`config.mk`:
```
export PLATFORM = sky130hd
export DESIGN_NAME = go_back_n_sender_core
export DESIGN_NICKNAME = d
export VERILOG_FILES = /design/src/gbns_pkg.sv /design/src/gbns_front.sv /design/src/gbns_queue.sv /design/src/gbns_back.sv /design/src/go_back_n_sender_core.sv
export VERILOG_INCLUDE_DIRS = /design/src /design/src/src
export SDC_FILE = /design/constraint.sdc
export NUM_CORES = 1
export LEC_CHECK = 0
export BUFFER_PORTS_ARGS = -buffer_cell sky130_fd_sc_hd__buf_2
export CORE_ASPECT_RATIO = 1.5
export CORE_UTILIZATION = 55
export CTS_BUF_LIST = sky130_fd_sc_hd__clkbuf_4
export CTS_CLUSTER_DIAMETER = 50
export DETAILED_ROUTE_END_ITERATION = 8
export PLACE_DENSITY = 0.83
export SLEW_MARGIN = 20
export SYNTH_ARGS = -nofsm -noshare
export SYNTH_HDL_FRONTEND = slang
export SYNTH_HIERARCHICAL = 1
export SYNTH_SLANG_ARGS = --single-unit
```
`constraint.sdc`:
```
create_clock -name clk -period 11.95 [get_ports clk]
set_input_delay 0.5975 -clock clk [delete_from_list [all_inputs] [get_ports clk]]
set_output_delay 0.5975 -clock clk [all_outputs]
set_load 0.01 [all_outputs]
```
`src/assert_macros.svh`:
```
// Assertion helpers, clocked on clk with asynchronous reset arst_n.
`ifndef ASSERT_MACROS_SVH
`define ASSERT_MACROS_SVH

// Condition holds at every clock edge outside reset.
`define GBNS_ASSERT(lbl, cond, msg) \
	lbl: assert property (@(posedge clk) disable iff (!arst_n) (cond)) else $error(msg);

// Antecedent implies consequent in the same cycle.
`define GBNS_ASSERT_IMP(lbl, ante, cons, msg) \
	lbl: assert property (@(posedge clk) disable iff (!arst_n) (ante) |-> (cons)) else $error(msg);

// Antecedent implies consequent in the next cycle.
`define GBNS_ASSERT_NXT(lbl, ante, cons, msg) \
	lbl: assert property (@(posedge clk) disable iff (!arst_n) (ante) |=> (cons)) else $error(msg);

`endif

```
`src/gbns_pkg.sv`:
```
package gbns_pkg;

	localparam int WINDOW       = 4;
	localparam int SEQ_BITS     = 3;
	localparam int PAYLOAD_BITS = 32;
	localparam int WIN_BITS     = (WINDOW > 1) ? $clog2(WINDOW) : 1;
	localparam int CNT_BITS     = $clog2(WINDOW + 1);

	localparam int Q_DEPTH    = 2;
	localparam int Q_PTR_BITS = (Q_DEPTH > 1) ? $clog2(Q_DEPTH) : 1;
	localparam int Q_CNT_BITS = $clog2(Q_DEPTH + 1);

	localparam logic [1:0] REQ_SEND    = 2'd0;
	localparam logic [1:0] REQ_ACK     = 2'd1;
	localparam logic [1:0] REQ_TIMEOUT = 2'd2;

	localparam logic [1:0] TMR_NONE    = 2'd0;
	localparam logic [1:0] TMR_START   = 2'd1;
	localparam logic [1:0] TMR_STOP    = 2'd2;
	localparam logic [1:0] TMR_RESTART = 2'd3;

	typedef struct packed {
		logic                    accepted;
		logic                    pkt_valid;
		logic [SEQ_BITS-1:0]     pkt_seq;
		logic [PAYLOAD_BITS-1:0] pkt_payload;
		logic [1:0]              timer_cmd;
		logic [SEQ_BITS-1:0]     timer_seq;
		logic                    window_full;
		logic                    last;
	} rsp_t;

	typedef struct packed {
		logic full;
		logic empty;
	} q_status_t;

	function automatic logic [WIN_BITS-1:0] wrap_add(input logic [WIN_BITS-1:0] a,
			input logic [CNT_BITS-1:0] b);
		logic [CNT_BITS:0] s;
		s = CNT_BITS'(a) + CNT_BITS'(b);
		if (s >= (CNT_BITS + 1)'(WINDOW)) begin
			s = s - (CNT_BITS + 1)'(WINDOW);
		end
		return s[WIN_BITS-1:0];
	endfunction

endpackage

```
`src/gbns_front.sv`:
```
`include "assert_macros.svh"

module gbns_front (
	input  logic                             clk,
	input  logic                             arst_n,
	input  logic                             req_valid,
	output logic                             req_ready,
	input  logic [1:0]                       req_type,
	input  logic [gbns_pkg::PAYLOAD_BITS-1:0] payload,
	input  logic [gbns_pkg::SEQ_BITS-1:0]    seq_num,
	input  logic                             ack_ok,
	input  gbns_pkg::q_status_t              q_status,
	output logic                             q_push,
	output gbns_pkg::rsp_t                   q_data
);

	typedef enum logic [1:0] {
		ST_IDLE   = 2'b01,
		ST_RESEND = 2'b10
	} state_t;

	state_t                                  state_q;
	logic [gbns_pkg::SEQ_BITS-1:0]           next_seq_q;
	logic [gbns_pkg::CNT_BITS-1:0]           outst_q;
	logic [gbns_pkg::WIN_BITS-1:0]           head_q;
	logic [gbns_pkg::CNT_BITS-1:0]           cnt_q;
	logic [gbns_pkg::PAYLOAD_BITS-1:0]       ring_q [gbns_pkg::WINDOW];

	logic [gbns_pkg::SEQ_BITS-1:0] base;
	logic [gbns_pkg::SEQ_BITS-1:0] ack_k;
	logic                          ack_hit;
	logic [gbns_pkg::CNT_BITS-1:0] freed;
	logic [gbns_pkg::CNT_BITS-1:0] outst_d;
	logic [gbns_pkg::WIN_BITS-1:0] head_d;
	logic [gbns_pkg::SEQ_BITS-1:0] next_seq_d;
	logic [gbns_pkg::WIN_BITS-1:0] rd_idx;
	logic [gbns_pkg::WIN_BITS-1:0] wr_idx;
	logic                          wr_en;
	logic                          win_full;
	logic                          take;
	logic                          resend_last;
	state_t                        state_d;
	logic [gbns_pkg::CNT_BITS-1:0] cnt_d;

	assign win_full  = outst_q >= gbns_pkg::CNT_BITS'(gbns_pkg::WINDOW);
	assign base      = next_seq_q - gbns_pkg::SEQ_BITS'(outst_q);
	assign ack_k     = seq_num - base;
	assign ack_hit   = ack_ok && (outst_q != '0)
		&& ((gbns_pkg::CNT_BITS + gbns_pkg::SEQ_BITS)'(ack_k)
		< (gbns_pkg::CNT_BITS + gbns_pkg::SEQ_BITS)'(outst_q));
	assign freed     = gbns_pkg::CNT_BITS'(ack_k) + gbns_pkg::CNT_BITS'(1);
	assign rd_idx    = gbns_pkg::wrap_add(head_q, (state_q == ST_RESEND) ? cnt_q : '0);
	assign wr_idx    = gbns_pkg::wrap_add(head_q, outst_q);
	assign req_ready = (state_q == ST_IDLE) && !q_status.full;
	assign take      = req_valid && req_ready;
	assign resend_last = (cnt_q + gbns_pkg::CNT_BITS'(1)) == outst_q;

	always_comb begin
		q_push     = 1'b0;
		q_data     = '0;
		q_data.accepted = 1'b1;
		q_data.last     = 1'b1;
		q_data.window_full = win_full;
		outst_d    = outst_q;
		head_d     = head_q;
		next_seq_d = next_seq_q;
		wr_en      = 1'b0;
		state_d    = state_q;
		cnt_d      = cnt_q;
		unique case (state_q)
			ST_IDLE: begin
				q_push = take;
				if (take) begin
					unique case (req_type)
						gbns_pkg::REQ_SEND: begin
							if (win_full) begin
								q_data.accepted = 1'b0;
							end else begin
								wr_en      = 1'b1;
								outst_d    = outst_q + gbns_pkg::CNT_BITS'(1);
								next_seq_d = next_seq_q + gbns_pkg::SEQ_BITS'(1);
								q_data.pkt_valid   = 1'b1;
								q_data.pkt_seq     = next_seq_q;
								q_data.pkt_payload = payload;
								if (outst_q == '0) begin
									q_data.timer_cmd = gbns_pkg::TMR_START;
									q_data.timer_seq = next_seq_q;
								end
								q_data.window_full =
									outst_d >= gbns_pkg::CNT_BITS'(gbns_pkg::WINDOW);
							end
						end
						gbns_pkg::REQ_ACK: begin
							if (ack_hit) begin
								outst_d = outst_q - freed;
								head_d  = gbns_pkg::wrap_add(head_q, freed);
								if (outst_d == '0) begin
									q_data.timer_cmd = gbns_pkg::TMR_STOP;
									q_data.timer_seq = base;
								end else begin
									q_data.timer_cmd = gbns_pkg::TMR_RESTART;
									q_data.timer_seq = seq_num + gbns_pkg::SEQ_BITS'(1);
								end
								q_data.window_full =
									outst_d >= gbns_pkg::CNT_BITS'(gbns_pkg::WINDOW);
							end
						end
						gbns_pkg::REQ_TIMEOUT: begin
							q_data.timer_cmd = gbns_pkg::TMR_RESTART;
							q_data.timer_seq = seq_num;
							if (outst_q != '0) begin
								q_data.pkt_valid   = 1'b1;
								q_data.pkt_seq     = base;
								q_data.pkt_payload = ring_q[rd_idx];
								q_data.last        = outst_q == gbns_pkg::CNT_BITS'(1);
								if (outst_q != gbns_pkg::CNT_BITS'(1)) begin
									state_d = ST_RESEND;
									cnt_d   = gbns_pkg::CNT_BITS'(1);
								end
							end
						end
						default: begin
						end
					endcase
				end
			end
			ST_RESEND: begin
				q_push = !q_status.full;
				q_data.pkt_valid   = 1'b1;
				q_data.pkt_seq     = base + gbns_pkg::SEQ_BITS'(cnt_q);
				q_data.pkt_payload = ring_q[rd_idx];
				q_data.last        = resend_last;
				if (q_push) begin
					cnt_d = cnt_q + gbns_pkg::CNT_BITS'(1);
					if (resend_last) begin
						state_d = ST_IDLE;
					end
				end
			end
			default: begin
				state_d = ST_IDLE;
			end
		endcase
	end

	always_ff @(posedge clk or negedge arst_n) begin
		if (!arst_n) begin
			state_q    <= ST_IDLE;
			next_seq_q <= '0;
			outst_q    <= '0;
			head_q     <= '0;
			cnt_q      <= '0;
		end else begin
			state_q    <= state_d;
			next_seq_q <= next_seq_d;
			outst_q    <= outst_d;
			head_q     <= head_d;
			cnt_q      <= cnt_d;
		end
	end

	always_ff @(posedge clk) begin
		if (wr_en) begin
			ring_q[wr_idx] <= payload;
		end
	end

	`GBNS_ASSERT(a_outst_bound, outst_q <= gbns_pkg::CNT_BITS'(gbns_pkg::WINDOW), "outstanding count exceeds window")
	`GBNS_ASSERT_IMP(a_resend_blocks, state_q == ST_RESEND, !req_ready && outst_q > gbns_pkg::CNT_BITS'(1), "input taken or bad count during resend")
	`GBNS_ASSERT_IMP(a_no_push_full, q_status.full, !q_push, "push into full queue")
	`GBNS_ASSERT_NXT(a_resend_holds, state_q == ST_RESEND, $stable(outst_q) && $stable(next_seq_q), "window changed during resend")

endmodule

```
`src/gbns_queue.sv`:
```
module gbns_queue (
	input  logic                clk,
	input  logic                arst_n,
	input  logic                push,
	input  gbns_pkg::rsp_t      push_data,
	input  logic                pop,
	output gbns_pkg::rsp_t      pop_data,
	output gbns_pkg::q_status_t status
);

	gbns_pkg::rsp_t                   mem_q [gbns_pkg::Q_DEPTH];
	logic [gbns_pkg::Q_PTR_BITS-1:0]  wr_ptr_q;
	logic [gbns_pkg::Q_PTR_BITS-1:0]  rd_ptr_q;
	logic [gbns_pkg::Q_CNT_BITS-1:0]  count_q;

	function automatic logic [gbns_pkg::Q_PTR_BITS-1:0] ptr_inc(
			input logic [gbns_pkg::Q_PTR_BITS-1:0] p);
		if (p == gbns_pkg::Q_PTR_BITS'(gbns_pkg::Q_DEPTH - 1)) begin
			return '0;
		end
		return p + gbns_pkg::Q_PTR_BITS'(1);
	endfunction

	assign status.full  = count_q == gbns_pkg::Q_CNT_BITS'(gbns_pkg::Q_DEPTH);
	assign status.empty = count_q == '0;
	assign pop_data     = mem_q[rd_ptr_q];

	always_ff @(posedge clk or negedge arst_n) begin
		if (!arst_n) begin
			wr_ptr_q <= '0;
			rd_ptr_q <= '0;
			count_q  <= '0;
		end else begin
			if (push) begin
				wr_ptr_q <= ptr_inc(wr_ptr_q);
			end
			if (pop) begin
				rd_ptr_q <= ptr_inc(rd_ptr_q);
			end
			if (push && !pop) begin
				count_q <= count_q + gbns_pkg::Q_CNT_BITS'(1);
			end else if (pop && !push) begin
				count_q <= count_q - gbns_pkg::Q_CNT_BITS'(1);
			end
		end
	end

	always_ff @(posedge clk) begin
		if (push) begin
			mem_q[wr_ptr_q] <= push_data;
		end
	end

endmodule

```
`src/gbns_back.sv`:
```
module gbns_back (
	input  logic                              clk,
	input  logic                              arst_n,
	input  gbns_pkg::q_status_t               q_status,
	input  gbns_pkg::rsp_t                    q_data,
	output logic                              q_pop,
	output logic                              rsp_valid,
	input  logic                              rsp_ready,
	output logic                              accepted,
	output logic                              pkt_valid,
	output logic [gbns_pkg::SEQ_BITS-1:0]     pkt_seq,
	output logic [gbns_pkg::PAYLOAD_BITS-1:0] pkt_payload,
	output logic [1:0]                        timer_cmd,
	output logic [gbns_pkg::SEQ_BITS-1:0]     timer_seq,
	output logic                              window_full,
	output logic                              last
);

	logic           valid_q;
	gbns_pkg::rsp_t data_q;

	assign q_pop = !q_status.empty && (!valid_q || rsp_ready);

	always_ff @(posedge clk or negedge arst_n) begin
		if (!arst_n) begin
			valid_q <= 1'b0;
		end else if (!valid_q || rsp_ready) begin
			valid_q <= !q_status.empty;
		end
	end

	always_ff @(posedge clk) begin
		if (q_pop) begin
			data_q <= q_data;
		end
	end

	assign rsp_valid   = valid_q;
	assign accepted    = data_q.accepted;
	assign pkt_valid   = data_q.pkt_valid;
	assign pkt_seq     = data_q.pkt_seq;
	assign pkt_payload = data_q.pkt_payload;
	assign timer_cmd   = data_q.timer_cmd;
	assign timer_seq   = data_q.timer_seq;
	assign window_full = data_q.window_full;
	assign last        = data_q.last;

endmodule

```
`src/go_back_n_sender_core.sv`:
```
// Go-Back-N sender, window of 4 packets, 3-bit sequence numbers.
// Request channel (req_valid/req_ready): req_type selects send, ack or timer
// expiry; payload, seq_num and ack_ok go with it. Result channel
// (rsp_valid/rsp_ready) carries one result per transfer; last marks the final
// result of a request.
// Send, ack and unknown requests give one result each; a timeout gives one result
// per outstanding packet (up to 4), oldest first, the first also carrying a timer
// restart, or a single timer-restart result when no packet is outstanding.
// A result passes through the queue and the output register before it is offered.
// Throughput: one request per cycle for send and ack while the queue has room; a
// timeout with outstanding packets holds the request side until all are resent,
// one payload read from the window buffer per cycle while the queue has room.
// A 2-entry queue sits between the request logic and the output register, so
// requests keep flowing while a result waits; when the receiver stalls, the
// queue fills and req_ready drops.
// Reset clears the sequence counter, the outstanding count and all valids;
// the window buffer needs no clearing.
module go_back_n_sender_core (
	input  logic                              clk,
	input  logic                              arst_n,
	input  logic                              req_valid,
	output logic                              req_ready,
	input  logic [1:0]                        req_type,
	input  logic [gbns_pkg::PAYLOAD_BITS-1:0] payload,
	input  logic [gbns_pkg::SEQ_BITS-1:0]     seq_num,
	input  logic                              ack_ok,
	output logic                              rsp_valid,
	input  logic                              rsp_ready,
	output logic                              accepted,
	output logic                              pkt_valid,
	output logic [gbns_pkg::SEQ_BITS-1:0]     pkt_seq,
	output logic [gbns_pkg::PAYLOAD_BITS-1:0] pkt_payload,
	output logic [1:0]                        timer_cmd,
	output logic [gbns_pkg::SEQ_BITS-1:0]     timer_seq,
	output logic                              window_full,
	output logic                              last
);

	gbns_pkg::q_status_t q_status;
	gbns_pkg::rsp_t      push_data;
	gbns_pkg::rsp_t      pop_data;
	logic                q_push;
	logic                q_pop;

	gbns_front u_front (
		.clk       (clk),
		.arst_n    (arst_n),
		.req_valid (req_valid),
		.req_ready (req_ready),
		.req_type  (req_type),
		.payload   (payload),
		.seq_num   (seq_num),
		.ack_ok    (ack_ok),
		.q_status  (q_status),
		.q_push    (q_push),
		.q_data    (push_data)
	);

	gbns_queue u_queue (
		.clk       (clk),
		.arst_n    (arst_n),
		.push      (q_push),
		.push_data (push_data),
		.pop       (q_pop),
		.pop_data  (pop_data),
		.status    (q_status)
	);

	gbns_back u_back (
		.clk         (clk),
		.arst_n      (arst_n),
		.q_status    (q_status),
		.q_data      (pop_data),
		.q_pop       (q_pop),
		.rsp_valid   (rsp_valid),
		.rsp_ready   (rsp_ready),
		.accepted    (accepted),
		.pkt_valid   (pkt_valid),
		.pkt_seq     (pkt_seq),
		.pkt_payload (pkt_payload),
		.timer_cmd   (timer_cmd),
		.timer_seq   (timer_seq),
		.window_full (window_full),
		.last        (last)
	);

endmodule

```
After elaboration in Yosys (flattened, before gate mapping)
Memories as Yosys holds them, arrays and structs flattened. A register that Yosys moved wholly into a read port is not among the register bits.
Cells that the tools add are included.

word-level totals
  flip-flop bits (word level) = 18
  memory bits (writable) = 216
  bits of input ports = 42
  output and inout port bits = 46
  word-level logic and storage cells = 135
  memories = 2

cells by class
  $add $sub $neg = 19
  magnitude comparators = 7
  equality and inequality tests = 16
  multiplexer cells = 55
  bitwise operators = 1
  reductions and logical operators = 26

memory list
  name            depth  bits a word  read ports  clocked after Yosys merged registers in  wr ports  line              text
  u_front.ring_q  4      32           1           0                                        1         gbns_front.sv:27  logic [gbns_pkg::PAYLOAD_BITS-1:0] ring_q [gbns_pkg::WINDOW];
  u_queue.mem_q   2      44           1           1                                        1         gbns_queue.sv:11  gbns_pkg::rsp_t mem_q [gbns_pkg::Q_DEPTH];

operators by type and width
  operator             count
  $pmux 36 s2          2
  $mux 44              1
  $mux 42              1
  $mux 36              1
  $mux 3               8
  $mux 2               11
  $mux 1               20
  $add 3x1->3 const B  5
  $pmux 5 s3           1
  $add 2x3->4          3
  $ge 4x3->1 const B   3
  $mux 6               2
  $pmux 3 s2           2
  $reduce_and 6->1     2
  $ge 3x3->1 const B   3
  $sub 3x3->3          3
  $mux 4               2
  $ne 2x1->1 const B   4
  $ne 2x2->1 const B   4
  $reduce_and 4->1     2
  $sub 2x1->2 const B  4
  $logic_and 1x1->1    7
  $eq 2x2->1 const B   3
  $logic_not 3->1      2
  other kinds (17)     28

Longest topological paths before layout
Gate-level depths: netlist of the first run.

  depth after elaboration = 10
  depth in mapped cells = 13

By module
The synthesis of the first run kept the hierarchy.

by module, submodules not included
  module      instances  cells each  area an instance (µm²)  sequential area each (µm²)
  gbns_front  1          399         6760.2                  4170.2
  gbns_queue  1          153         3562.2                  2742.6
  gbns_back   1          49          1371.3                  1346.3

Least setup slack after synthesis of the first run
OpenSTA, ideal clock, no wires.

  path kind = reg-to-reg
  from = reg u_queue/count_q[1] in the netlist's numbering
  to = mem u_front/ring_q[3][0] in the netlist's numbering, enable pin
  library setup time = 468 ps
  arrival = 3496 ps
  data required time = 11482 ps
  slack = 7986 ps
  cell stages (with the launch flop) = 6
  path buffers = 1
  clock period less this slack = 3964 ps
  cell sequence = dfrtp_1 > nor2b_1 > buf_2 > and4bb_2 > nand2_1 > nor3b_1

RTL lines
  element                 line              text
  from (decl)             gbns_queue.sv:14  logic [gbns_pkg::Q_CNT_BITS-1:0] count_q;
  from (signal assigned)  gbns_queue.sv:41  count_q <= count_q + gbns_pkg::Q_CNT_BITS'(1);
  from (signal assigned)  gbns_queue.sv:43  count_q <= count_q - gbns_pkg::Q_CNT_BITS'(1);
  to (decl)               gbns_front.sv:27

==> flow_summary.yaml, run 1 <==
logic_synthesis:
  synth_compound_area_share_pct: 5.13
  synth.area.top_cells: "edfxtp_1 67%, mux4_1 6.7%, mux2_4 5.0%"
  synth_largest_area_cell: "edfxtp_1"
  synthSimpleGateAreaFrac_pct: 3.06
  yosys_most_used_dff: "edfxtp_1"
  synth.yosys.seq_area_share_pct: 70.6
  post_synth_num_cell_types: 63
  synth.mux.area_fraction_pct: 13.2
  synth.net_count: 666
  ys.warnings.count: 6
  synth_top_family_by_area: "multiplexers"
  synth.top_cells.by_count: "260 x edfxtp_1, 39 x mux2_4, 33 x a22o_1"
  syn-instance-count: 601
  synth-edff-count: 260
  synth_xor_area_share_pct: 2.84
  syn_std_cell_area_um2: 11700
  average_size_of_a_mapped_cell_um2: 19.5
  synth-async-reset-ratio_pct: 6.47
  synthMostInstantiatedCell: "edfxtp_1"
  synthAdderAreaFrac_pct: 2.72
  post-synth-top-area-fraction_pct: 66.8
  synth_seq_cells: 278
worst_setup_path:
  cp_data_required_time_ns: 12.40
  timing.critical_path.max_delay_family: "adder cells"
  worstSetupStartpointType: "register"
  cpMaxStageDelayCell: "fa_1"
  cp_slowest_stage_delay_ns: 0.54
  timing.rr.start: "u_front/next_seq_q[0]"
  worst_setup_ep_type: "register"
  timing.critical_path.arrival_ns: 4.58
  crit_path_frequent_cell: "inv_1"
  cp-startpoint: "u_front/next_seq_q[0]"
  path_cells: "inv_1, ha_1, inv_1, fa_1, fa_1, inv_1, ha_1, inv_1, fa_1, xnor3_1, xnor3_1, a221o_1"
  worstPathBufferInverterCount: 4
  timing_worst_setup_path_type: "reg -> reg"
  cp_max_fo: 6
drt:
  met3_wirelength_um: 1180
  wire_per_inst_um: 21.4
  drtAntennaViolNets: 0
  top_layer_used: "met4"
  detailedRoute.firstPassIterationCount: 5
  vias_per_cell: 5.73
  drt_wl_total_um: 22600
  wl_met2_um: 12300
  met1Wirelength_um: 8550
  drt_first_iter_violations: 449
  drc: 0
  route.vias.total: 6048
job:
  max-cap-violations: 0
final_layout:
  syn_to_final_growth_pct: 12.9
  final_core_util_pct: 63.2
  layout.cells.non_filler: 1056
  layout-drive-gt1-share_pct: 32.9
  finish.net_count: 799
  post-route-cell-area_um2: 13200
  nFillCells: 1441
floorplanning:
  die_w_um: 121
  num_io_pins: 88
  fp.coreArea_um2: 20900
  initial_utilization_pct: 55.9
  chipHeight_um: 181
  die_area_um2: 21900
  floorplan.rows: 65
clock_network:
  cts_root_buffer: "clkbuf_4"
  cts.sinks: 278
  tritoncts: "yes"
  clockBufferDepth: 3
  clock_latency_ns: 0.73
  numCtsBuffers: 61
  cts.htree.levels: 2
  clock_transition_at_the_registers_of_the_reported_paths_ns: 0.07
sta:
  worst_clock_skew_ns: 0.0319
  post-route-period-util_pct: 34.6
  report.final.setup_viol: 0
  hold_violations: 0
  slew_of_the_pin_with_the_lowest_slew_margin_ns: 1.13
  tns_ns: 0
  worst_slew_margin_rel_pct: 24.1
  timing.final.max_slew_violations: 0
  period_minus_slack_ns: 4.13
  unrepaired_setup_endpoints_after_global_routing: "no"
  max_freq_mhz: 242
pwr:
  p_leak_nw: 4.92
  power_per_cell_area_nw_per_um2: 259
  vdd_drop_max_mv: 0.125
global_route:
  wire_length_of_the_first_global_routing_pass_um: 35200
  gr-total-overflow: 0
  grt_pass1_vias: 6563
  grt_util_all_layers_pct: 21.8
  pin_count_of_the_biggest_net_entering_global_routing: 47
  antenna_found_initial: 2
placed_design:
  place_congestion: 0.845
  total_half_perimeter_wirelength_after_legalization_and_detailed_placement_um: 14000
  place_inst: 937
  place_area_um2: 12400
  io_buffers: 87
min_path:
  hold_path.startpoint: "rsp_ready"
  worstHoldPathType: "in -> reg"
status:
  status: "completed"
kinds of logic after synthesis:
kind of cell / after synthesis
buffers and inverters: 49
XOR/XNOR: 28
flip-flops: 278
AO/OA/AOI/OAI: 74
multiplexers: 82
AND/OR/NAND/NOR: 67
adder cells (fa/ha/maj): 23
cell type report:
| cell class | instances | area [um^2] | share of cell area, % |
|---|---|---|---|
| sequential | 278 | 8260 | 62.6 |
| inverter | 24 | 90.1 | 0.682 |
| antenna | 3 | 7.51 | 0.0569 |
| timing repair buffer | 95 | 518 | 3.92 |
| multi-input combinational | 274 | 3210 | 24.3 |
| clock inverter | 23 | 96.3 | 0.730 |
| tap | 268 | 335 | 2.54 |
| clock buffer | 91 | 683 | 5.17 |
flip-flops by register name, indices dropped and copies added, names as in the netlist, 3 cells and up:
| register | cells |
|---|---|
| u_front/cnt_q | 3 |
| u_queue/mem_q | 88 |
| u_front/ring_q | 128 |
| u_front/next_seq_q | 3 |
| u_back/pkt_payload | 32 |
| u_back/timer_seq | 3 |
| u_front/outst_q | 3 |
| u_back/pkt_seq | 3 |
stage by stage:
stage,total power [mW],setup WS [ns],hold WS (ns)
floorplan,2.39,7.99,0.302
global route,3.63,7.64,0.0105
detailed placement,2.73,7.87,0.500
finish,3.42,7.82,0.0811
global placement,2.70,7.92,0.476
CTS,3.45,7.82,0.0142
metal layers:
layer | GRT usage, % | vias up
met5 | 0 | -
met1 | 25.3 | 3047
li1 | - | 2741
met4 | 9.14 | 0
met3 | 4.62 | 45
met2 | 38.6 | 215
worst paths after layout:
check,to,slack [ns],depth (start not counted)
min in group asynchronous,u_front/next_seq_q[2],0.39,2
setup / recovery,u_queue/mem_q[1][1],7.82,12
hold / removal,u_back/rsp_valid,0.08,2
max in group asynchronous,u_queue/rd_ptr_q,11.19,2
setup reg to reg,u_queue/mem_q[1][1],7.82,12
hold reg to reg,u_front/next_seq_q[2],0.51,1
report_power, final:
part           internal (mW)  switching (mW)
combinational          0.580           0.720
sequential              1.33          0.0870
clock                  0.351           0.354
timing repair:
action / in CTS / in global routing
gates resized for setup: 0 / 0
hold endpoints to repair: 17 / 0
hold buffers: 1 / 0
setup buffers: 0 / 0
layout by cell type, fill, tap and decap left out, types with 16 or more instances in the layout:
master / n
clkbuf_4: 91
dfrtp_1: 16
mux2_4: 39
clkinv_1: 17
ha_1: 18
a22o_1: 33
buf_2: 87
inv_1: 24
mux4_1: 30
edfxtp_1: 260
Power figures use the tool's default switching activity.
==> run 2: changes to the inputs <==
Settings changed: ABC_AREA set to 1, PLACE_DENSITY 0.83 to 0.86.
Clock period 11.95 ns to 3.3 ns, I/O delays scaled along.
==> run 2 against run 1 <==
The run now ends with setup timing left. Fmax up 24%. Clock-buffer cell count down 8. Die area up 1.9%. Largest power group is now combinational cells.
==> flow_summary.yaml, run 2 <==
logic_synthesis:
  syn_std_cell_area_um2: 11900
  synth_top_family_by_area: "multiplexers"
  synth.top_cells.by_count: "260 x edfxtp_1, 127 x nand2_1, 48 x a21oi_1, 48 x inv_1, 40 x mux2_4"
  ys.warnings.count: 6
  synth-async-reset-ratio_pct: 6.47
  post-synth-top-area-fraction_pct: 65.5
  synthMostInstantiatedCell: "edfxtp_1"
  synthSimpleGateAreaFrac_pct: 6.19
  synth-edff-count: 260
  synth.area.top_cells: "edfxtp_1 66%, mux2_4 5.0%, nand2_1 4.0%"
  synth_xor_area_share_pct: 1.54
  synthAdderAreaFrac_pct: 2.67
  synth.mux.area_fraction_pct: 11.2
  synth.yosys.seq_area_share_pct: 69.3
  syn-instance-count: 782
  synth_largest_area_cell: "edfxtp_1"
  synth_seq_cells: 278
  yosys_most_used_dff: "edfxtp_1"
  synth_compound_area_share_pct: 5.24
  post_synth_num_cell_types: 43
  average_size_of_a_mapped_cell_um2: 15.2
  synth.net_count: 847
worst_setup_path:
  cp_slowest_stage_delay_ns: 0.51
  crit_path_frequent_cell: "inv_2"
  worstSetupStartpointType: "register"
  cp_data_required_time_ns: 3.81
  timing.critical_path.max_delay_family: "adder cells"
  cpMaxStageDelayCell: "fa_1"
  timing_worst_setup_path_type: "reg -> reg"
  worst_setup_ep_type: "register"
  cp_max_fo: 5
  timing.critical_path.arrival_ns: 3.84
  path_cells: "inv_2, ha_4, inv_2, fa_1, fa_1, inv_2, ha_4, inv_2, fa_2, inv_2, nand2_2, nand2_1, nand2_1, nand2_2, inv_2, nand2_4, nand3_4, nand2_1, nand3_1, a21oi_2"
  worstPathBufferInverterCount: 6
pwr:
  switching_power_mw: 4.86
  p_int_mw: 8.42
  switching_share_pct: 36.6
  vdd_drop_max_mv: 0.549
  power.sequential.fraction_pct: 37.7
  post-layout-total-power_mw: 13.3
  power_per_cell_area_nw_per_um2: 944
  p_comb_share_pct: 42.6
  power.share.clock_pct: 19.7
  p_leak_nw: 5.32
min_path:
  worstHoldPathType: "in -> reg"
drt:
  met3_wirelength_um: 1520
  wl_met2_um: 13800
  drtAntennaViolNets: 0
  top_layer_used: "met4"
  drc: 0
  route.vias.total: 7170
  detailedRoute.firstPassIterationCount: 5
  wire_per_inst_um: 19.2
  vias_per_cell: 5.56
  met1Wirelength_um: 8690
  drt_first_iter_violations: 558
  drt_wl_total_um: 24800
final_layout:
  layout-drive-gt1-share_pct: 34.2
  top_register: "u_front/ring_q"
  final_common_cell: "edfxtp_1"
  finish.net_count: 1042
  final_core_util_pct: 66.5
  layout_common_cells: "260 x edfxtp_1, 120 x nand2_1, 87 x buf_2"
  syn_to_final_growth_pct: 18.1
  nFillCells: 1444
  largest_reg_flops: 128
status:
  status: "finished, violations left"
  violations: "setup timing"
global_route:
  wire_length_of_the_first_global_routing_pass_um: 38800
  gr-total-overflow: 0
  grt_pass1_vias: 7688
  pin_count_of_the_biggest_net_entering_global_routing: 46
  grt_util_all_layers_pct: 23.2
  antenna_found_initial: 1
sta:
  whs_ns: 0.0586
  period_minus_slack_ns: 3.33
  hold_violations: 0
  slew_of_the_pin_with_the_lowest_slew_margin_ns: 0.883
  unrepaired_setup_endpoints_after_global_routing: "yes"
  worst_clock_skew_ns: 0.0794
  timing.final.ws_setup_ns: -0.0298
  timing.final.max_slew_violations: 0
  max_freq_mhz: 300
  worst_slew_margin_rel_pct: 41.1
  post-route-period-util_pct: 101
  report.final.setup_viol: 8
floorplanning:
  initial_utilization_pct: 56.3
  fp.coreArea_um2: 21100
  num_io_pins: 88
  chipHeight_um: 182
  die_w_um: 122
  die_area_um2: 22300
  floorplan.rows: 65
clock_network:
  clock_latency_ns: 0.73
  clock_transition_at_the_registers_of_the_reported_paths_ns: 0.08
  cts.htree.levels: 2
  cts.sinks: 278
  numCtsBuffers: 60
  clockBufferDepth: 3
  cts_root_buffer: "clkbuf_4"
  tritoncts: "yes"
placed_design:
  io_buffers: 87
  total_half_perimeter_wirelength_after_legalization_and_detailed_placement_um: 15300
  place_congestion: 0.904
job:
  max-cap-violations: 0
-- run 2: cell type report --
class | instances | area (um^2) | share of cell area [%]
diodes | 1 | 2.50 | 0.0178
clock buffers | 83 | 623 | 4.43
clock inverters | 22 | 151 | 1.08
inverters | 52 | 196 | 1.40
multi-input cells | 423 | 3350 | 23.8
flip-flops and latches | 278 | 8260 | 58.7
well taps | 268 | 335 | 2.38
repair buffers | 162 | 1150 | 8.20
-- run 2: power by group through the flow --
stage | clock (mW) | sequential [mW] | combinational [mW]
3_5_place_dp | 0 | 5.07 | 5.27
4_1_cts | 2.68 | 5.00 | 5.58
3_3_place_gp | 0 | 5.03 | 5.05
5_1_grt | 2.84 | 5.06 | 6.13
2_1_floorplan | 0 | 5.18 | 3.66
6_report | 2.62 | 5.00 | 5.66
-- run 2: tightest hold or removal path, cell delays in order --
cell	delay, ns
buf_2	0.15
a21oi_1	0.11
a21oi_2	0.18
-- run 2: repair_timing --
action	CTS	global route
setup endpoints to repair	10	17
pin swaps	6	9
gates resized for setup	14	5
hold buffers	42	0
endpoints found under the hold margin	226	0
setup buffers	2	1
-- run 2: routing by layer --
layer  up-vias  global-route usage, %
li1       3281                      -
met1      3518                   24.6
met2       303                   43.6
met3        68                   3.81
met4         0                   11.0
met5         -                      0
-- run 2: final timing paths --
check | startpoint | endpoint | slack [ns] | depth (start not counted)
max in group asynchronous | arst_n | u_front/outst_q[0] | 1.44 | 4
min in group asynchronous | arst_n | u_front/state_q[0] | 0.53 | 3
worst max-delay path | u_front/next_seq_q[0] | u_queue/mem_q[0][4] | -0.03 | 20
worst min register to register | u_queue/count_q[1] | u_back/rsp_valid | 0.50 | 2
worst max register to register | u_front/next_seq_q[0] | u_queue/mem_q[0][4] | -0.03 | 20
worst min-delay path | seq_num[2] | u_queue/mem_q[1][4] | 0.06 | 3
-- run 2: metrics by stage --
stage	worst slack [ns]	TNS (ns)	instance area (um^2)	cells
floorplan	-0.723	-92.53	12000	782
global placement	-0.0336	-0.0672	12800	1138
detailed placement	-0.125	-0.867	12800	1138
CTS	-0.0660	-0.549	14000	1287
global route	-0.220	-2.53	14100	1289
finish	-0.0298	-0.162	14100	1289
-- run 2: logic make-up (layout without fill, tap and decap cells) --
logic type / count (synthesis) / in the layout
DFF: 278 / 278
adders and majority gates: 23 / 23
and+or+nand+nor: 174 / 174
other: 0 / 1
buffers and inverters: 81 / 319
xor gates and xnor gates: 18 / 18
muxes: 109 / 109
AOI/OAI and AO/OA: 99 / 99
==> run 3: changes to the inputs <==
Settings changed: CORE_UTILIZATION 55 to 54, CTS_BUF_LIST sky130_fd_sc_hd__clkbuf_4 to sky130_fd_sc_hd__clkbuf_16, PLACE_DENSITY 0.86 to 0.85.
==> run 3 against run 2 <==
The run still ends with setup timing left. Combinational power barely moved. Non-clock buffer count fell by 6. Cell count fell by 4.8%. Setup slack got worse by 0.063 ns. Largest power group unchanged. Highest routed layer unchanged.
==> flow_summary.yaml, run 3 (synthesis results as in run 2) <==
clock_network:
  cts.sinks: 278
  clockBufferDepth: 3
  clock_transition_at_the_registers_of_the_reported_paths_ns: 0.06
  clock_latency_ns: 0.54
  cts_root_buffer: "clkbuf_16"
  cts.htree.levels: 1
  tritoncts: "yes"
  numCtsBuffers: 25
final_layout:
  top_register: "u_front/ring_q"
  largest_reg_flops: 128
  final_common_cell: "edfxtp_1"
  layout_common_cells: "260 x edfxtp_1, 120 x nand2_1, 87 x buf_2"
  finish.net_count: 1001
  syn_to_final_growth_pct: 18.3
  post-route-cell-area_um2: 14100
  layout.cells.non_filler: 1227
  nFillCells: 1460
  layout-drive-gt1-share_pct: 31.3
placed_design:
  total_half_perimeter_wirelength_after_legalization_and_detailed_placement_um: 14800
  place_inst: 1143
  place_congestion: 0.908
  place_area_um2: 12800
  io_buffers: 87
global_route:
  pin_count_of_the_biggest_net_entering_global_routing: 65
  gr-total-overflow: 0
  grtUsageMet1_pct: 24.1
  wire_length_of_the_first_global_routing_pass_um: 37100
  grt_most_used_layer: "met2"
  gr-usage-met3_pct: 2.98
  grt_pass1_vias: 7204
  antenna_found_initial: 0
  met2_resource_use_gr_pct: 39.9
  grt_util_all_layers_pct: 21.8
worst_setup_path:
  timing.critical_path.arrival_ns: 3.76
  worst_setup_ep_type: "register"
  cp_max_fo: 5
  worst_r2r_dst: "u_queue/mem_q[0][3]"
  ff2ff_setup_slack_ns: -0.09
  timing_worst_setup_path_type: "reg -> reg"
  timing.rr.start: "u_front/next_seq_q[0]"
  cp_data_required_time_ns: 3.67
  r2r.worst_path.cells: 20
  cp-startpoint: "u_front/next_seq_q[0]"
  worstSetupStartpointType: "register"
sta:
  period_minus_slack_ns: 3.39
  whs_ns: 0.0443
  unrepaired_setup_endpoints_after_global_routing: "yes"
  slew_of_the_pin_with_the_lowest_slew_margin_ns: 0.865
  worst_clock_skew_ns: 0.0160
  timing.final.ws_setup_ns: -0.0929
  max_freq_mhz: 295
  report.final.setup_viol: 10
  worst_slew_margin_rel_pct: 42.3
  hold_violations: 0
  post-route-period-util_pct: 103
  timing.final.max_slew_violations: 0
pwr:
  power_per_cell_area_nw_per_um2: 964
  p_leak_nw: 5.26
  post-layout-total-power_mw: 13.6
  vdd_drop_max_mv: 0.553
floorplanning:
  floorplan.rows: 66
  die_w_um: 123
  initial_utilization_pct: 55.1
  die_area_um2: 22700
  chipHeight_um: 184
  num_io_pins: 88
  fp.coreArea_um2: 21600
drt:
  vias_per_cell: 5.55
  wire_per_inst_um: 19.3
  drt_first_iter_violations: 518
  detailedRoute.firstPassIterationCount: 5
  route.vias.total: 6805
  drt_wl_total_um: 23700
  drc: 0
  drtAntennaViolNets: 0
min_path:
  worstHoldPathType: "in -> reg"
  min_delay_worst_endpoint: "u_queue/mem_q[1][43]"
  hold_depth: 3
  hold_path.startpoint: "req_type[1]"
status:
  status: "finished, violations left"
  violations: "setup timing"
job:
  max-cap-violations: 0
[run 3: changes by cell type in the layout (fill, tap and decap cells not counted), moves of 2 or more]
cell           delta
buf_12            +2
clkbuf_16        +25
clkbuf_4         -83
clkinv_1         -11
clkinv_2          +3
clkinvlp_4        +2
dlygate4sd3_1     -7
inv_1             +3
[run 3: cell type report]
type | instances | area (um^2) | share of cell area (%)
inverters | 52 | 196 | 1.39
well taps | 272 | 340 | 2.42
multi-input cells | 423 | 3360 | 23.8
flip-flops and latches | 278 | 8260 | 58.6
diodes | 1 | 2.50 | 0.0178
clock buffers | 25 | 626 | 4.44
repair buffers | 156 | 1120 | 7.92
clock inverters | 20 | 193 | 1.37
[run 3: stage by stage]
step	setup TNS, ns	setup WS, ns	utilization [%]
final	-0.668	-0.0929	65.1
after global routing	-2.75	-0.256	65.1
after CTS	-0.799	-0.0857	65.0
after detailed placement	-0.767	-0.121	59.3
after global placement	-0.141	-0.0512	59.3
after floorplan	-92.53	-0.723	-
[run 3: how the worst max path moves through the flow]
stage | end | slack, ns | depth (start not counted)
2_1_floorplan | u_front/ring_q[0][0] | -0.72 | 7
3_3_place_gp | u_queue/mem_q[1][5] | -0.05 | 19
3_5_place_dp | u_queue/mem_q[0][5] | -0.12 | 19
4_1_cts | u_queue/mem_q[0][5] | -0.09 | 17
5_1_grt | u_queue/mem_q[0][3] | -0.26 | 20
6_report | u_queue/mem_q[0][3] | -0.09 | 20
[run 3: what timing repair did]
| item | CTS | global route |
|---|---|---|
| hold endpoints to repair | 149 | 0 |
| hold buffers | 35 | 0 |
| setup buffers | 3 | 0 |
| gates cloned | 0 | 0 |
| gates resized for setup | 11 | 10 |
| endpoints found under the setup margin | 11 | 16 |
| pin swaps | 9 | 13 |
[run 3: per-layer routing]
layer | wire length, um | vias to the layer above
li1 | - | 3161
met1 | 8670 | 3359
met2 | 12900 | 225
met3 | 1210 | 60
met4 | 864 | 0
met5 | 0 | -
[run 3: worst max-delay path, cell delays in order (launching register included)]
cell     delay (ns)
dfrtp_1        0.39
inv_2          0.09
ha_4           0.12
inv_2          0.04
fa_1           0.51
fa_1           0.52
inv_2          0.06
ha_4           0.26
inv_2          0.03
fa_2           0.34
inv_2          0.06
nand2_2        0.04
nand2_1        0.05
nand2_1        0.06
nand2_2        0.10
inv_2          0.05
nand2_4        0.08
nand3_4        0.10
nand2_2        0.08
nand3_2        0.07
a21oi_2        0.17
[run 3: power by group]
part           switching, mW  internal, mW  total, mW  leakage, nW
combinational           3.28          2.37       5.64         2.25
sequential             0.323          4.75       5.08         2.60
clock                   1.24          1.63       2.87        0.415
